**src/rtl/core/m6502pd_pkg.sv**
```systemverilog
package m6502pd_pkg;

  localparam int unsigned OpW     = 8;
  localparam int unsigned AddrW   = 16;
  localparam int unsigned MnemW   = 6;
  localparam int unsigned ModeW   = 4;
  localparam int unsigned LenW    = 2;
  localparam int unsigned BranchBase = 2;

  typedef enum logic [MnemW-1:0] {
    MN_ADC, MN_AND, MN_ASL, MN_BCC, MN_BCS, MN_BEQ, MN_BMI, MN_BNE,
    MN_BPL, MN_BVC, MN_BVS, MN_BIT, MN_BRK, MN_CLC, MN_CLD, MN_CLI,
    MN_CLV, MN_NOP, MN_PHA, MN_PLA, MN_PHP, MN_PLP, MN_RTI, MN_RTS,
    MN_SEC, MN_SED, MN_SEI, MN_TAX, MN_TXA, MN_TAY, MN_TYA, MN_TSX,
    MN_TXS, MN_CMP, MN_CPX, MN_CPY, MN_DEC, MN_DEX, MN_DEY, MN_INX,
    MN_INY, MN_EOR, MN_INC, MN_JMP, MN_JSR, MN_LDA, MN_LDX, MN_LDY,
    MN_LSR, MN_ORA, MN_ROL, MN_ROR, MN_SBC, MN_STA, MN_STX, MN_STY
  } mnem_t;

  typedef enum logic [ModeW-1:0] {
    AM_IMP, AM_ACC, AM_IMM, AM_ZP, AM_ZPX, AM_ZPY, AM_ABS,
    AM_ABSX, AM_ABSY, AM_INDX, AM_INDY, AM_REL, AM_IND
  } mode_t;

  localparam logic [LenW-1:0] LEN_ONE   = 2'd1;
  localparam logic [LenW-1:0] LEN_TWO   = 2'd2;
  localparam logic [LenW-1:0] LEN_THREE = 2'd3;

  typedef struct packed {
    mnem_t mnem;
    mode_t mode;
    logic  known;
  } decode_t;

  function automatic logic [LenW-1:0] len_of_mode(input mode_t mode);
    logic [LenW-1:0] len;
    case (mode)
      AM_IMP, AM_ACC:                    len = LEN_ONE;
      AM_ABS, AM_ABSX, AM_ABSY, AM_IND: len = LEN_THREE;
      default:                           len = LEN_TWO;
    endcase
    return len;
  endfunction

  function automatic decode_t decode_op(input logic [OpW-1:0] op);
    decode_t d;
    d = '{MN_ADC, AM_IMP, 1'b1};
    case (op)
      8'h69: d = '{MN_ADC, AM_IMM,  1'b1};
      8'h65: d = '{MN_ADC, AM_ZP,   1'b1};
      8'h75: d = '{MN_ADC, AM_ZPX,  1'b1};
      8'h6D: d = '{MN_ADC, AM_ABS,  1'b1};
      8'h7D: d = '{MN_ADC, AM_ABSX, 1'b1};
      8'h79: d = '{MN_ADC, AM_ABSY, 1'b1};
      8'h61: d = '{MN_ADC, AM_INDX, 1'b1};
      8'h71: d = '{MN_ADC, AM_INDY, 1'b1};
      8'h29: d = '{MN_AND, AM_IMM,  1'b1};
      8'h25: d = '{MN_AND, AM_ZP,   1'b1};
      8'h35: d = '{MN_AND, AM_ZPX,  1'b1};
      8'h2D: d = '{MN_AND, AM_ABS,  1'b1};
      8'h3D: d = '{MN_AND, AM_ABSX, 1'b1};
      8'h39: d = '{MN_AND, AM_ABSY, 1'b1};
      8'h21: d = '{MN_AND, AM_INDX, 1'b1};
      8'h31: d = '{MN_AND, AM_INDY, 1'b1};
      8'h0A: d = '{MN_ASL, AM_ACC,  1'b1};
      8'h06: d = '{MN_ASL, AM_ZP,   1'b1};
      8'h16: d = '{MN_ASL, AM_ZPX,  1'b1};
      8'h0E: d = '{MN_ASL, AM_ABS,  1'b1};
      8'h1E: d = '{MN_ASL, AM_ABSX, 1'b1};
      8'h90: d = '{MN_BCC, AM_REL,  1'b1};
      8'hB0: d = '{MN_BCS, AM_REL,  1'b1};
      8'hF0: d = '{MN_BEQ, AM_REL,  1'b1};
      8'h30: d = '{MN_BMI, AM_REL,  1'b1};
      8'hD0: d = '{MN_BNE, AM_REL,  1'b1};
      8'h10: d = '{MN_BPL, AM_REL,  1'b1};
      8'h50: d = '{MN_BVC, AM_REL,  1'b1};
      8'h70: d = '{MN_BVS, AM_REL,  1'b1};
      8'h24: d = '{MN_BIT, AM_ZP,   1'b1};
      8'h2C: d = '{MN_BIT, AM_ABS,  1'b1};
      8'h00: d = '{MN_BRK, AM_IMP,  1'b1};
      8'h18: d = '{MN_CLC, AM_IMP,  1'b1};
      8'hD8: d = '{MN_CLD, AM_IMP,  1'b1};
      8'h58: d = '{MN_CLI, AM_IMP,  1'b1};
      8'hB8: d = '{MN_CLV, AM_IMP,  1'b1};
      8'hEA: d = '{MN_NOP, AM_IMP,  1'b1};
      8'h48: d = '{MN_PHA, AM_IMP,  1'b1};
      8'h68: d = '{MN_PLA, AM_IMP,  1'b1};
      8'h08: d = '{MN_PHP, AM_IMP,  1'b1};
      8'h28: d = '{MN_PLP, AM_IMP,  1'b1};
      8'h40: d = '{MN_RTI, AM_IMP,  1'b1};
      8'h60: d = '{MN_RTS, AM_IMP,  1'b1};
      8'h38: d = '{MN_SEC, AM_IMP,  1'b1};
      8'hF8: d = '{MN_SED, AM_IMP,  1'b1};
      8'h78: d = '{MN_SEI, AM_IMP,  1'b1};
      8'hAA: d = '{MN_TAX, AM_IMP,  1'b1};
      8'h8A: d = '{MN_TXA, AM_IMP,  1'b1};
      8'hA8: d = '{MN_TAY, AM_IMP,  1'b1};
      8'h98: d = '{MN_TYA, AM_IMP,  1'b1};
      8'hBA: d = '{MN_TSX, AM_IMP,  1'b1};
      8'h9A: d = '{MN_TXS, AM_IMP,  1'b1};
      8'hC9: d = '{MN_CMP, AM_IMM,  1'b1};
      8'hC5: d = '{MN_CMP, AM_ZP,   1'b1};
      8'hD5: d = '{MN_CMP, AM_ZPX,  1'b1};
      8'hCD: d = '{MN_CMP, AM_ABS,  1'b1};
      8'hDD: d = '{MN_CMP, AM_ABSX, 1'b1};
      8'hD9: d = '{MN_CMP, AM_ABSY, 1'b1};
      8'hC1: d = '{MN_CMP, AM_INDX, 1'b1};
      8'hD1: d = '{MN_CMP, AM_INDY, 1'b1};
      8'hE0: d = '{MN_CPX, AM_IMM,  1'b1};
      8'hE4: d = '{MN_CPX, AM_ZP,   1'b1};
      8'hEC: d = '{MN_CPX, AM_ABS,  1'b1};
      8'hC0: d = '{MN_CPY, AM_IMM,  1'b1};
      8'hC4: d = '{MN_CPY, AM_ZP,   1'b1};
      8'hCC: d = '{MN_CPY, AM_ABS,  1'b1};
      8'hC6: d = '{MN_DEC, AM_ZP,   1'b1};
      8'hD6: d = '{MN_DEC, AM_ZPX,  1'b1};
      8'hCE: d = '{MN_DEC, AM_ABS,  1'b1};
      8'hDE: d = '{MN_DEC, AM_ABSX, 1'b1};
      8'hCA: d = '{MN_DEX, AM_IMP,  1'b1};
      8'h88: d = '{MN_DEY, AM_IMP,  1'b1};
      8'hE8: d = '{MN_INX, AM_IMP,  1'b1};
      8'hC8: d = '{MN_INY, AM_IMP,  1'b1};
      8'h49: d = '{MN_EOR, AM_IMM,  1'b1};
      8'h45: d = '{MN_EOR, AM_ZP,   1'b1};
      8'h55: d = '{MN_EOR, AM_ZPX,  1'b1};
      8'h4D: d = '{MN_EOR, AM_ABS,  1'b1};
      8'h5D: d = '{MN_EOR, AM_ABSX, 1'b1};
      8'h59: d = '{MN_EOR, AM_ABSY, 1'b1};
      8'h41: d = '{MN_EOR, AM_INDX, 1'b1};
      8'h51: d = '{MN_EOR, AM_INDY, 1'b1};
      8'hE6: d = '{MN_INC, AM_ZP,   1'b1};
      8'hF6: d = '{MN_INC, AM_ZPX,  1'b1};
      8'hEE: d = '{MN_INC, AM_ABS,  1'b1};
      8'hFE: d = '{MN_INC, AM_ABSX, 1'b1};
      8'h4C: d = '{MN_JMP, AM_ABS,  1'b1};
      8'h6C: d = '{MN_JMP, AM_IND,  1'b1};
      8'h20: d = '{MN_JSR, AM_ABS,  1'b1};
      8'hA9: d = '{MN_LDA, AM_IMM,  1'b1};
      8'hA5: d = '{MN_LDA, AM_ZP,   1'b1};
      8'hB5: d = '{MN_LDA, AM_ZPX,  1'b1};
      8'hAD: d = '{MN_LDA, AM_ABS,  1'b1};
      8'hBD: d = '{MN_LDA, AM_ABSX, 1'b1};
      8'hB9: d = '{MN_LDA, AM_ABSY, 1'b1};
      8'hA1: d = '{MN_LDA, AM_INDX, 1'b1};
      8'hB1: d = '{MN_LDA, AM_INDY, 1'b1};
      8'hA2: d = '{MN_LDX, AM_IMM,  1'b1};
      8'hA6: d = '{MN_LDX, AM_ZP,   1'b1};
      8'hB6: d = '{MN_LDX, AM_ZPY,  1'b1};
      8'hAE: d = '{MN_LDX, AM_ABS,  1'b1};
      8'hBE: d = '{MN_LDX, AM_ABSY, 1'b1};
      8'hA0: d = '{MN_LDY, AM_IMM,  1'b1};
      8'hA4: d = '{MN_LDY, AM_ZP,   1'b1};
      8'hB4: d = '{MN_LDY, AM_ZPX,  1'b1};
      8'hAC: d = '{MN_LDY, AM_ABS,  1'b1};
      8'hBC: d = '{MN_LDY, AM_ABSX, 1'b1};
      8'h4A: d = '{MN_LSR, AM_ACC,  1'b1};
      8'h46: d = '{MN_LSR, AM_ZP,   1'b1};
      8'h56: d = '{MN_LSR, AM_ZPX,  1'b1};
      8'h4E: d = '{MN_LSR, AM_ABS,  1'b1};
      8'h5E: d = '{MN_LSR, AM_ABSX, 1'b1};
      8'h09: d = '{MN_ORA, AM_IMM,  1'b1};
      8'h05: d = '{MN_ORA, AM_ZP,   1'b1};
      8'h15: d = '{MN_ORA, AM_ZPX,  1'b1};
      8'h0D: d = '{MN_ORA, AM_ABS,  1'b1};
      8'h1D: d = '{MN_ORA, AM_ABSX, 1'b1};
      8'h19: d = '{MN_ORA, AM_ABSY, 1'b1};
      8'h01: d = '{MN_ORA, AM_INDX, 1'b1};
      8'h11: d = '{MN_ORA, AM_INDY, 1'b1};
      8'h2A: d = '{MN_ROL, AM_ACC,  1'b1};
      8'h26: d = '{MN_ROL, AM_ZP,   1'b1};
      8'h36: d = '{MN_ROL, AM_ZPX,  1'b1};
      8'h2E: d = '{MN_ROL, AM_ABS,  1'b1};
      8'h3E: d = '{MN_ROL, AM_ABSX, 1'b1};
      8'h6A: d = '{MN_ROR, AM_ACC,  1'b1};
      8'h66: d = '{MN_ROR, AM_ZP,   1'b1};
      8'h76: d = '{MN_ROR, AM_ZPX,  1'b1};
      8'h6E: d = '{MN_ROR, AM_ABS,  1'b1};
      8'h7E: d = '{MN_ROR, AM_ABSX, 1'b1};
      8'hE9: d = '{MN_SBC, AM_IMM,  1'b1};
      8'hE5: d = '{MN_SBC, AM_ZP,   1'b1};
      8'hF5: d = '{MN_SBC, AM_ZPX,  1'b1};
      8'hED: d = '{MN_SBC, AM_ABS,  1'b1};
      8'hFD: d = '{MN_SBC, AM_ABSX, 1'b1};
      8'hF9: d = '{MN_SBC, AM_ABSY, 1'b1};
      8'hE1: d = '{MN_SBC, AM_INDX, 1'b1};
      8'hF1: d = '{MN_SBC, AM_INDY, 1'b1};
      8'h85: d = '{MN_STA, AM_ZP,   1'b1};
      8'h95: d = '{MN_STA, AM_ZPX,  1'b1};
      8'h8D: d = '{MN_STA, AM_ABS,  1'b1};
      8'h9D: d = '{MN_STA, AM_ABSX, 1'b1};
      8'h99: d = '{MN_STA, AM_ABSY, 1'b1};
      8'h81: d = '{MN_STA, AM_INDX, 1'b1};
      8'h91: d = '{MN_STA, AM_INDY, 1'b1};
      8'h86: d = '{MN_STX, AM_ZP,   1'b1};
      8'h96: d = '{MN_STX, AM_ZPY,  1'b1};
      8'h8E: d = '{MN_STX, AM_ABS,  1'b1};
      8'h84: d = '{MN_STY, AM_ZP,   1'b1};
      8'h94: d = '{MN_STY, AM_ZPX,  1'b1};
      8'h8C: d = '{MN_STY, AM_ABS,  1'b1};
      default: d = '{MN_ADC, AM_IMP, 1'b0};
    endcase
    return d;
  endfunction

endpackage

```
**src/rtl/core/m6502pd_if.sv**
```systemverilog
interface m6502pd_in_if;
  import m6502pd_pkg::*;

  logic             valid;
  logic             ready;
  logic [OpW-1:0]   opcode_byte;
  logic [OpW-1:0]   operand_low;
  logic [OpW-1:0]   operand_high;
  logic [AddrW-1:0] fetch_address;

  modport source (
    output valid, opcode_byte, operand_low, operand_high, fetch_address,
    input  ready
  );
  modport sink (
    input  valid, opcode_byte, operand_low, operand_high, fetch_address,
    output ready
  );
endinterface

interface m6502pd_out_if;
  import m6502pd_pkg::*;

  logic             valid;
  logic             ready;
  logic [MnemW-1:0] mnemonic_id;
  logic [ModeW-1:0] addressing_mode;
  logic [LenW-1:0]  instruction_length;
  logic [AddrW-1:0] operand_value;
  logic [AddrW-1:0] branch_target;
  logic             unknown_opcode;

  modport source (
    output valid, mnemonic_id, addressing_mode, instruction_length,
           operand_value, branch_target, unknown_opcode,
    input  ready
  );
  modport sink (
    input  valid, mnemonic_id, addressing_mode, instruction_length,
           operand_value, branch_target, unknown_opcode,
    output ready
  );
endinterface

```
**src/rtl/core/mos6502_instruction_predecoder.sv**
```systemverilog
// Predecodes one NMOS 6502 instruction per beat: mnemonic number, addressing
// mode, length, assembled operand and, for relative branches, the target
// pc+2+offset wrapped to 16 bits. Undocumented opcodes come back as length 1,
// implied, with unknown_opcode set. Throughput is one instruction per clock
// while the consumer takes each result. An input beat is held in the input
// register, then goes through the opcode table lookup and one 16-bit add into
// the result register, which drives the result beat. The input register takes
// a new beat whenever it is empty or its beat moves on to the result register,
// so a result waiting for the consumer stalls the input once both registers
// hold a beat; in_ch.ready follows out_ch.ready combinationally in that case.
module mos6502_instruction_predecoder (
  input  logic            clk,
  input  logic            rst_n,
  m6502pd_in_if.sink      in_ch,
  m6502pd_out_if.source   out_ch
);
  import m6502pd_pkg::*;

  // input register
  logic             s1_valid_r;
  logic [OpW-1:0]   s1_op_r;
  logic [OpW-1:0]   s1_lo_r;
  logic [OpW-1:0]   s1_hi_r;
  logic [AddrW-1:0] s1_pc_r;

  // result register
  logic             s2_valid_r;
  logic [MnemW-1:0] s2_mnem_r;
  logic [ModeW-1:0] s2_mode_r;
  logic [LenW-1:0]  s2_len_r;
  logic [AddrW-1:0] s2_operand_r;
  logic [AddrW-1:0] s2_target_r;
  logic             s2_unknown_r;

  logic             s2_ready;
  logic             s1_load;
  logic             s2_load;

  decode_t          dec;
  logic [LenW-1:0]  len_nxt;
  logic [MnemW-1:0] mnem_nxt;
  logic [ModeW-1:0] mode_nxt;
  logic [AddrW-1:0] operand_nxt;
  logic [AddrW-1:0] target_nxt;
  logic [AddrW-1:0] offset_sext;

  assign s2_ready    = !s2_valid_r || out_ch.ready;
  assign in_ch.ready = !s1_valid_r || s2_ready;
  assign s1_load     = in_ch.valid && in_ch.ready;
  assign s2_load     = s1_valid_r && s2_ready;

  always_ff @(posedge clk) begin
    if (!rst_n) begin
      s1_valid_r <= 1'b0;
    end else if (in_ch.ready) begin
      s1_valid_r <= in_ch.valid;
    end
  end

  always_ff @(posedge clk) begin
    if (s1_load) begin
      s1_op_r <= in_ch.opcode_byte;
      s1_lo_r <= in_ch.operand_low;
      s1_hi_r <= in_ch.operand_high;
      s1_pc_r <= in_ch.fetch_address;
    end
  end

  assign offset_sext = {{(AddrW-OpW){s1_lo_r[OpW-1]}}, s1_lo_r};

  always_comb begin
    dec         = decode_op(s1_op_r);
    len_nxt     = LEN_ONE;
    mnem_nxt    = dec.mnem;
    mode_nxt    = dec.mode;
    operand_nxt = '0;
    target_nxt  = '0;
    if (dec.known) begin
      len_nxt = len_of_mode(dec.mode);
      case (len_nxt)
        LEN_THREE: operand_nxt = {s1_hi_r, s1_lo_r};
        LEN_TWO:   operand_nxt = {{(AddrW-OpW){1'b0}}, s1_lo_r};
        default:   operand_nxt = '0;
      endcase
      if (dec.mode == AM_REL) begin
        target_nxt = s1_pc_r + offset_sext + AddrW'(BranchBase);
      end
    end else begin
      // undocumented opcode reads as implied with mnemonic zero
      mnem_nxt = MN_ADC;
      mode_nxt = AM_IMP;
    end
  end

  always_ff @(posedge clk) begin
    if (!rst_n) begin
      s2_valid_r <= 1'b0;
    end else if (s2_ready) begin
      s2_valid_r <= s1_valid_r;
    end
  end

  always_ff @(posedge clk) begin
    if (s2_load) begin
      s2_mnem_r    <= mnem_nxt;
      s2_mode_r    <= mode_nxt;
      s2_len_r     <= len_nxt;
      s2_operand_r <= operand_nxt;
      s2_target_r  <= target_nxt;
      s2_unknown_r <= !dec.known;
    end
  end

  assign out_ch.valid              = s2_valid_r;
  assign out_ch.mnemonic_id        = s2_mnem_r;
  assign out_ch.addressing_mode    = s2_mode_r;
  assign out_ch.instruction_length = s2_len_r;
  assign out_ch.operand_value      = s2_operand_r;
  assign out_ch.branch_target      = s2_target_r;
  assign out_ch.unknown_opcode     = s2_unknown_r;

  a_stage_advance: assert property (@(posedge clk) disable iff (!rst_n)
    s2_load |=> s2_valid_r)
    else $error("decoded beat lost between input and result register");

  a_unknown_shape: assert property (@(posedge clk) disable iff (!rst_n)
    (s2_valid_r && s2_unknown_r) |->
      (s2_mnem_r == MN_ADC && s2_mode_r == AM_IMP && s2_len_r == LEN_ONE &&
       s2_operand_r == '0 && s2_target_r == '0))
    else $error("unknown opcode result carries decoded fields");

  a_target_rel_only: assert property (@(posedge clk) disable iff (!rst_n)
    (s2_valid_r && s2_mode_r != AM_REL) |-> (s2_target_r == '0))
    else $error("branch target set outside relative mode");

  a_short_operand: assert property (@(posedge clk) disable iff (!rst_n)
    (s2_valid_r && s2_len_r != LEN_THREE) |-> (s2_operand_r[AddrW-1:OpW] == '0))
    else $error("operand high byte set on short instruction");

  a_len_mode: assert property (@(posedge clk) disable iff (!rst_n)
    (s2_valid_r && (s2_mode_r == AM_IMP || s2_mode_r == AM_ACC)) |->
      (s2_len_r == LEN_ONE))
    else $error("one-byte mode with wrong length");

endmodule
```
**src/flat_wrapper.sv**
```systemverilog
// flat-port wrapper written by rule: the top's interface ports become plain ports
module mos6502_instruction_predecoder_flat import m6502pd_pkg::*;
  (clk, rst_n, in_ch_valid, in_ch_opcode_byte, in_ch_operand_low, in_ch_operand_high, in_ch_fetch_address, in_ch_ready, out_ch_valid, out_ch_mnemonic_id, out_ch_addressing_mode, out_ch_instruction_length, out_ch_operand_value, out_ch_branch_target, out_ch_unknown_opcode, out_ch_ready);
  m6502pd_in_if in_ch_i ();
  m6502pd_out_if out_ch_i ();
  input  logic clk;
  input  logic rst_n;
  input wire logic [$bits(in_ch_i.valid)-1:0] in_ch_valid;
  input wire logic [$bits(in_ch_i.opcode_byte)-1:0] in_ch_opcode_byte;
  input wire logic [$bits(in_ch_i.operand_low)-1:0] in_ch_operand_low;
  input wire logic [$bits(in_ch_i.operand_high)-1:0] in_ch_operand_high;
  input wire logic [$bits(in_ch_i.fetch_address)-1:0] in_ch_fetch_address;
  output wire logic [$bits(in_ch_i.ready)-1:0] in_ch_ready;
  output wire logic [$bits(out_ch_i.valid)-1:0] out_ch_valid;
  output wire logic [$bits(out_ch_i.mnemonic_id)-1:0] out_ch_mnemonic_id;
  output wire logic [$bits(out_ch_i.addressing_mode)-1:0] out_ch_addressing_mode;
  output wire logic [$bits(out_ch_i.instruction_length)-1:0] out_ch_instruction_length;
  output wire logic [$bits(out_ch_i.operand_value)-1:0] out_ch_operand_value;
  output wire logic [$bits(out_ch_i.branch_target)-1:0] out_ch_branch_target;
  output wire logic [$bits(out_ch_i.unknown_opcode)-1:0] out_ch_unknown_opcode;
  input wire logic [$bits(out_ch_i.ready)-1:0] out_ch_ready;
  assign in_ch_i.valid = in_ch_valid;
  assign in_ch_i.opcode_byte = in_ch_opcode_byte;
  assign in_ch_i.operand_low = in_ch_operand_low;
  assign in_ch_i.operand_high = in_ch_operand_high;
  assign in_ch_i.fetch_address = in_ch_fetch_address;
  assign in_ch_ready = in_ch_i.ready;
  assign out_ch_valid = out_ch_i.valid;
  assign out_ch_mnemonic_id = out_ch_i.mnemonic_id;
  assign out_ch_addressing_mode = out_ch_i.addressing_mode;
  assign out_ch_instruction_length = out_ch_i.instruction_length;
  assign out_ch_operand_value = out_ch_i.operand_value;
  assign out_ch_branch_target = out_ch_i.branch_target;
  assign out_ch_unknown_opcode = out_ch_i.unknown_opcode;
  assign out_ch_i.ready = out_ch_ready;
  mos6502_instruction_predecoder u_core (.clk(clk), .rst_n(rst_n), .in_ch(in_ch_i), .out_ch(out_ch_i));
endmodule
```
**config.mk**
```make
export PLATFORM = sky130hd
export DESIGN_NAME = mos6502_instruction_predecoder_flat
export DESIGN_NICKNAME = d
export VERILOG_FILES = /design/src/rtl/core/m6502pd_pkg.sv /design/src/rtl/core/m6502pd_if.sv /design/src/rtl/core/mos6502_instruction_predecoder.sv /design/src/flat_wrapper.sv
export SDC_FILE = /design/constraint.sdc
export NUM_CORES = 1
export LEC_CHECK = 0
export BUFFER_PORTS_ARGS = -buffer_cell sky130_fd_sc_hd__buf_2
export CAP_MARGIN = 20
export CORE_ASPECT_RATIO = 1.25
export CORE_MARGIN = 10
export CORE_UTILIZATION = 58
export DETAILED_ROUTE_END_ITERATION = 10
export HOLD_SLACK_MARGIN = 0.1
export PLACE_DENSITY = 0.81
export SLEW_MARGIN = 20
export SYNTH_ARGS = -nofsm -noshare
export SYNTH_HDL_FRONTEND = slang
export SYNTH_SLANG_ARGS = --single-unit
```
**constraint.sdc**
```tcl
create_clock -name clk -period 3.8 [get_ports clk]
set_input_delay 0.38 -clock clk [delete_from_list [all_inputs] [get_ports clk]]
set_output_delay 0.38 -clock clk [all_outputs]
set_load 0.05 [all_outputs]
```
# ---- Word level (Yosys, flattened, before mapping)
# Memories as Yosys holds them, arrays and structs flattened. A register that Yosys moved wholly into a read port is not among the register bits.
# Cells that the tools add are included.
dict set report classes {
  add_sub_neg 2
  eq_ne 8
  n_mux 4
  reduce_logical 11
}
# operator count
set op_table {}
lappend op_table {{$pmux 16 s2} 1}
lappend op_table {{$add 16x16->16} 1}
lappend op_table {{$add 16x2->16 const B} 1}
lappend op_table {{$eq 4x4->1 const B} 3}
lappend op_table {{$eq 4x3->1 const B} 2}
lappend op_table {{$mux 8} 1}
lappend op_table {{$eq 2x2->1 const B} 2}
lappend op_table {{$eq 4x1->1 const B} 1}
lappend op_table {{$logic_not 4->1} 1}
lappend op_table {{$pmux 2 s2} 1}
lappend op_table {{$reduce_or 4->1} 1}
lappend op_table {{$logic_not 1->1} 3}
lappend op_table {{$logic_and 1x1->1} 2}
lappend op_table {{$logic_or 1x1->1} 2}
lappend op_table {{$mux 2} 1}
lappend op_table {{$reduce_and 2->1} 1}
lappend op_table {{$reduce_or 2->1} 1}
dict set report word_totals {
  register_bits 87
  rom_bits 2816
  n_memories 1
}
# name depth word_bits read_ports rd_ports_with_merged_regs write_ports line
set memory_table {}
lappend memory_table {{(no name shown)} 256 11 1 1 0 m6502pd_pkg.sv:48} ;# case (op)

# ---- Depth between registers and ports, before layout
dict set report logic_depth {
  word_depth 6
  depth_mapped 13
  depth_no_buf 13
}

# ---- Worst setup path after synthesis
# No wires, ideal clock.
dict set report synth_path {
  path_type {flip-flop to flip-flop}
  startpoint {register u_core.s2_valid_r, in the netlist u_core.out_ch.valid}
  endpoint {register u_core.s2_mode_r[0], in the netlist u_core.out_ch.addressing_mode[0], enable pin}
  setup_time_ps 453
  arrival_ps 2779
  required_ps 3347
  path_slack_ps 568
  stages_incl_launch_ff 3
  path_buffers 0
  cell_sequence {dfxtp_1 > nor2b_1 > nor2b_1}
}
dict set report synth_via {
  elab_chain_cells 3
}
# item line
set synth_lines {}
lappend synth_lines {{start, declared} mos6502_instruction_predecoder.sv:27} ;# logic s2_valid_r;
lappend synth_lines {{start signal, assigned} mos6502_instruction_predecoder.sv:99} ;# s2_valid_r <= s1_valid_r;
lappend synth_lines {{$logic_not 1->1} mos6502_instruction_predecoder.sv:47} ;# assign s2_ready = !s2_valid_r || out_ch.ready;
lappend synth_lines {{$logic_or 1x1->1} mos6502_instruction_predecoder.sv:47}
lappend synth_lines {{$logic_and 1x1->1} mos6502_instruction_predecoder.sv:50} ;# assign s2_load = s1_valid_r && s2_ready;
lappend synth_lines {{via u_core.s2_load} mos6502_instruction_predecoder.sv:37} ;# logic s2_load;
lappend synth_lines {{end signal, assigned} mos6502_instruction_predecoder.sv:106} ;# s2_mode_r <= mode_nxt;
lappend synth_lines {{end, declared} mos6502_instruction_predecoder.sv:29} ;# logic [ModeW-1:0] s2_mode_r;
# The timed path passes the listed nets, and every way through them passes these cells.
# A chain may end at the register's enable or synchronous reset.

# ---- Worst setup path after layout
dict set report layout_path {
  startpoint {register u_core.s1_lo_r[1]}
  endpoint {register u_core.s2_target_r[13], in the netlist u_core.out_ch.branch_target[13] (data pin)}
}
dict set report layout_via {
  elab_chain_cells 2
}
# item line
set layout_lines {}
lappend layout_lines {{start, declared} mos6502_instruction_predecoder.sv:22} ;# logic [OpW-1:0] s1_lo_r;
lappend layout_lines {{start signal, assigned} mos6502_instruction_predecoder.sv:63} ;# s1_lo_r <= in_ch.operand_low;
lappend layout_lines {{$add 16x16->16} mos6502_instruction_predecoder.sv:86} ;# target_nxt = s1_pc_r + offset_sext + AddrW'(BranchBase);
lappend layout_lines {{$add 16x2->16} mos6502_instruction_predecoder.sv:86}
lappend layout_lines {{end signal, assigned} mos6502_instruction_predecoder.sv:109} ;# s2_target_r <= target_nxt;
lappend layout_lines {{end, declared} mos6502_instruction_predecoder.sv:32} ;# logic [AddrW-1:0] s2_target_r;
# No other way between the ends.

==> flow_metrics.env <==
export IMPL_swShare=0.331
export IMPL_antenna_cells=0
export IMPL_numCtsBuffers=9
export IMPL_final_hold_violation_count=0
export IMPL_p_int_uw=2070
export IMPL_crit_path_max_incr_delay_ns=0.46
export IMPL_slowest_stage="fa_1"
export IMPL_vias_per_cell=6.84
export IMPL_die_area_sq_mm=0.0156
export IMPL_layout_common_cells="90 x buf_2, 85 x edfxtp_1, 60 x nand2_1, 36 x ha_1"
export IMPL_pwr_share_clk=0.302
export IMPL_crit_type="flip-flop to flip-flop"
export IMPL_setup_tns_ns=0
export IMPL_cts_root_buf="clkbuf_16"
export IMPL_fin_ws_ns=0.562
export IMPL_synth_nets=686
export IMPL_finalNetCount=760
export IMPL_slew_limit_headroom=0.244
export IMPL_syn_cell_area_sq_mm=0.00635
export IMPL_syn2layout_area_growth_pct=12.3
export IMPL_pre_cts_ws_ns=0.653
export IMPL_coreArea_sq_mm=0.0107
export IMPL_period_share=0.852
export IMPL_synth_seq_area_share=0.443
export IMPL_grt_pass1_vias=5392
export IMPL_async_flop_share=0
export IMPL_cts_path_max_buffers=2
export IMPL_wl_per_cell_um=22.5
export IMPL_grtUsageTotal=0.229
export IMPL_chipHeight_um=137
export IMPL_hpwl_mm=13.0
export IMPL_vdd_drop_max_uv=244
export IMPL_drtIter0Drc=854
export IMPL_worst_setup_path_start_kind="flip-flop"
export IMPL_clkSinkCount=98
export IMPL_gr_total_overflow=0
export IMPL_grt_max_degree=31
export IMPL_row_count=42
export IMPL_via_count=5580
export IMPL_gp_congestion=1.02
export IMPL_ant_nets=0
export IMPL_power_uw=3100
export IMPL_fin_skew_ns=0.00968
export IMPL_antenna_found_initial=0
export IMPL_die_x_um=114
export IMPL_first_pass_iters=6
export IMPL_clk_insertion_delay_late_ns=0.34
export IMPL_setup_viol=0
export IMPL_hold_path_class="input pin to flip-flop"
export IMPL_switchingPower_uw=1030
export IMPL_syn_avg_cell_area_sq_um=10.5
export IMPL_cpMostUsedCell="inv_1"
export IMPL_drc=0
export IMPL_min_period_ns=3.24
export IMPL_routed_wl_mm=18.4
export IMPL_critPathBufInv=3
export IMPL_power_density_mw_per_mm2=435
export IMPL_clkTransAtPathRegs_ns=0.07
export IMPL_h_tree_depth=3
export IMPL_fmax_ghz=0.309
export IMPL_port_buffers=90
export IMPL_p_seq_frac=0.422
export IMPL_status="finished clean"
export IMPL_synth_edf_count=85
export IMPL_hold_ws_ns=0.211
export IMPL_p_leak_uw=0.00281
export IMPL_ys_ff_latch=98
export IMPL_cts_tree="done"
export IMPL_slew_viol_final=0
export IMPL_path_cells="inv_1 > ha_1 > inv_1 > ha_1 > inv_1 > fa_1 > nor2b_1 > o21ai_0 > a211o_1 > a21oi_1 > nor3_1 > or3_1 > a21oi_1"
export IMPL_synthFlopType="edfxtp_1"
export IMPL_synthCells=605
export IMPL_ctsResizeCount=0
export IMPL_io_pins=91
export IMPL_cp_required_ns=3.97
export IMPL_rsz0062_at_grt="no"
export IMPL_synth_cell_types=80
export IMPL_cts_hold_buf=0
export IMPL_combPwrFrac=0.276
export IMPL_worst_slew_pin_slew_ns=1.13
export IMPL_final_common_cell="buf_2"
export IMPL_crit_path_end_kind="flip-flop"
export IMPL_ys_warn_count=0
export IMPL_arrival_ns=3.41
export IMPL_start_util=0.595
export IMPL_postCtsSetupRepairBufs=0
export IMPL_cpLargestDelayFamily="compound AO/OA/AOI/OAI gates"
export IMPL_drive_gt1_frac=0.224
export IMPL_cp_max_fo=4
export IMPL_grt_pass1_wl_mm=28.6
export IMPL_drv_cap=0
[worst register-to-register path, cell delays in order (launching register included)]
cell and delay, ns:
edfxtp_1 0.38, inv_1 0.10, ha_1 0.23, inv_1 0.06, ha_1 0.16, inv_1 0.07
fa_1 0.46, nor2b_1 0.18, o21ai_0 0.13, a211o_1 0.36, a21oi_1 0.30, nor3_1 0.12
or3_1 0.37, a21oi_1 0.14
[metal layers]
layer,global-route usage,share of wire
met1,0.262,0.36
met2,0.403,0.50
met4,0.113,0.040
met5,0,0
met3,0.0412,0.098
[Yosys cell counts (all sizes together), types with 10 or more instances]
cell type | n | area (sq um)
nor2 | 33 | 131
edfxtp | 85 | 2550
buf | 29 | 205
nor3 | 11 | 55.1
inv | 18 | 70.1
ha | 36 | 450
o21ai | 30 | 150
a21oi | 30 | 150
and2 | 30 | 188
a31oi | 11 | 68.8
clkbuf | 10 | 37.5
o211ai | 15 | 178
nand2b | 14 | 87.6
mux2i | 18 | 205
a211oi | 11 | 103
nand2 | 64 | 255
dfxtp | 13 | 260
nand3 | 14 | 70.1
[flip-flops by register name, indices dropped and copies added, names as in the netlist]
| name | cells |
|---|---|
| u_core.out_ch.valid | 1 |
| u_core.out_ch.unknown_opcode | 1 |
| u_core.s1_lo_r | 8 |
| u_core.out_ch.instruction_length | 2 |
| u_core.s1_op_r | 8 |
| u_core.s1_hi_r | 8 |
| u_core.s1_valid_r | 1 |
| u_core.s1_pc_r | 16 |
| u_core.out_ch.mnemonic_id | 6 |
| u_core.out_ch.operand_value | 16 |
| u_core.out_ch.addressing_mode | 4 |
| u_core.out_ch.branch_target | 16 |
| u_core.dec | 11 |
[power by group through the flow]
stage,sequential [uW],clock [uW],combinational [uW]
3_3_place_gp,1330,0,808
2_1_floorplan,1430,0,512
6_report,1310,936,856
4_1_cts,1310,950,834
5_1_grt,1320,994,907
3_5_place_dp,1330,0,826
[worst paths after layout]
kind | start | to | slack (ns) | cells past startpoint
worst max-delay path | u_core.s1_lo_r[1]$_DFFE_PN_ | u_core.out_ch.branch_target[13]$_SDFFCE_PN0P_ | 0.56 | 13
worst min register to register | u_core.s1_hi_r[6]$_DFFE_PN_ | u_core.out_ch.operand_value[14]$_SDFFCE_PN0P_ | 0.52 | 1
worst min-delay path | in_ch_fetch_address[9] | u_core.s1_pc_r[9]$_DFFE_PN_ | 0.21 | 1
worst max register to register | u_core.s1_lo_r[1]$_DFFE_PN_ | u_core.out_ch.branch_target[13]$_SDFFCE_PN0P_ | 0.56 | 13
[cells by family after synthesis]
kind of cell	synth area share
simple gates	0.173
compound gates	0.206
flops	0.443
buf+inv	0.0493
fa+ha+maj	0.0741
mux	0.0382
xor+xnor	0.0164
[cell type report]
cell class	count	area, sq um
fill	812	3540
tap	132	165
timing repair buffer	102	541
inverter	18	70.1
clock inverter	7	85.1
multi-input combinational	450	3230
clock buffer	9	225
sequential	98	2810
[metrics by stage]
stage	util	cells	cell area, sq um
after floorplan	-	605	6350
after global placement	0.639	800	6820
after detailed placement	0.639	800	6820
after CTS	0.669	816	7130
after global routing	0.669	816	7130
final	0.669	816	7130
Note: power is estimated with default switching activity, not from simulation.
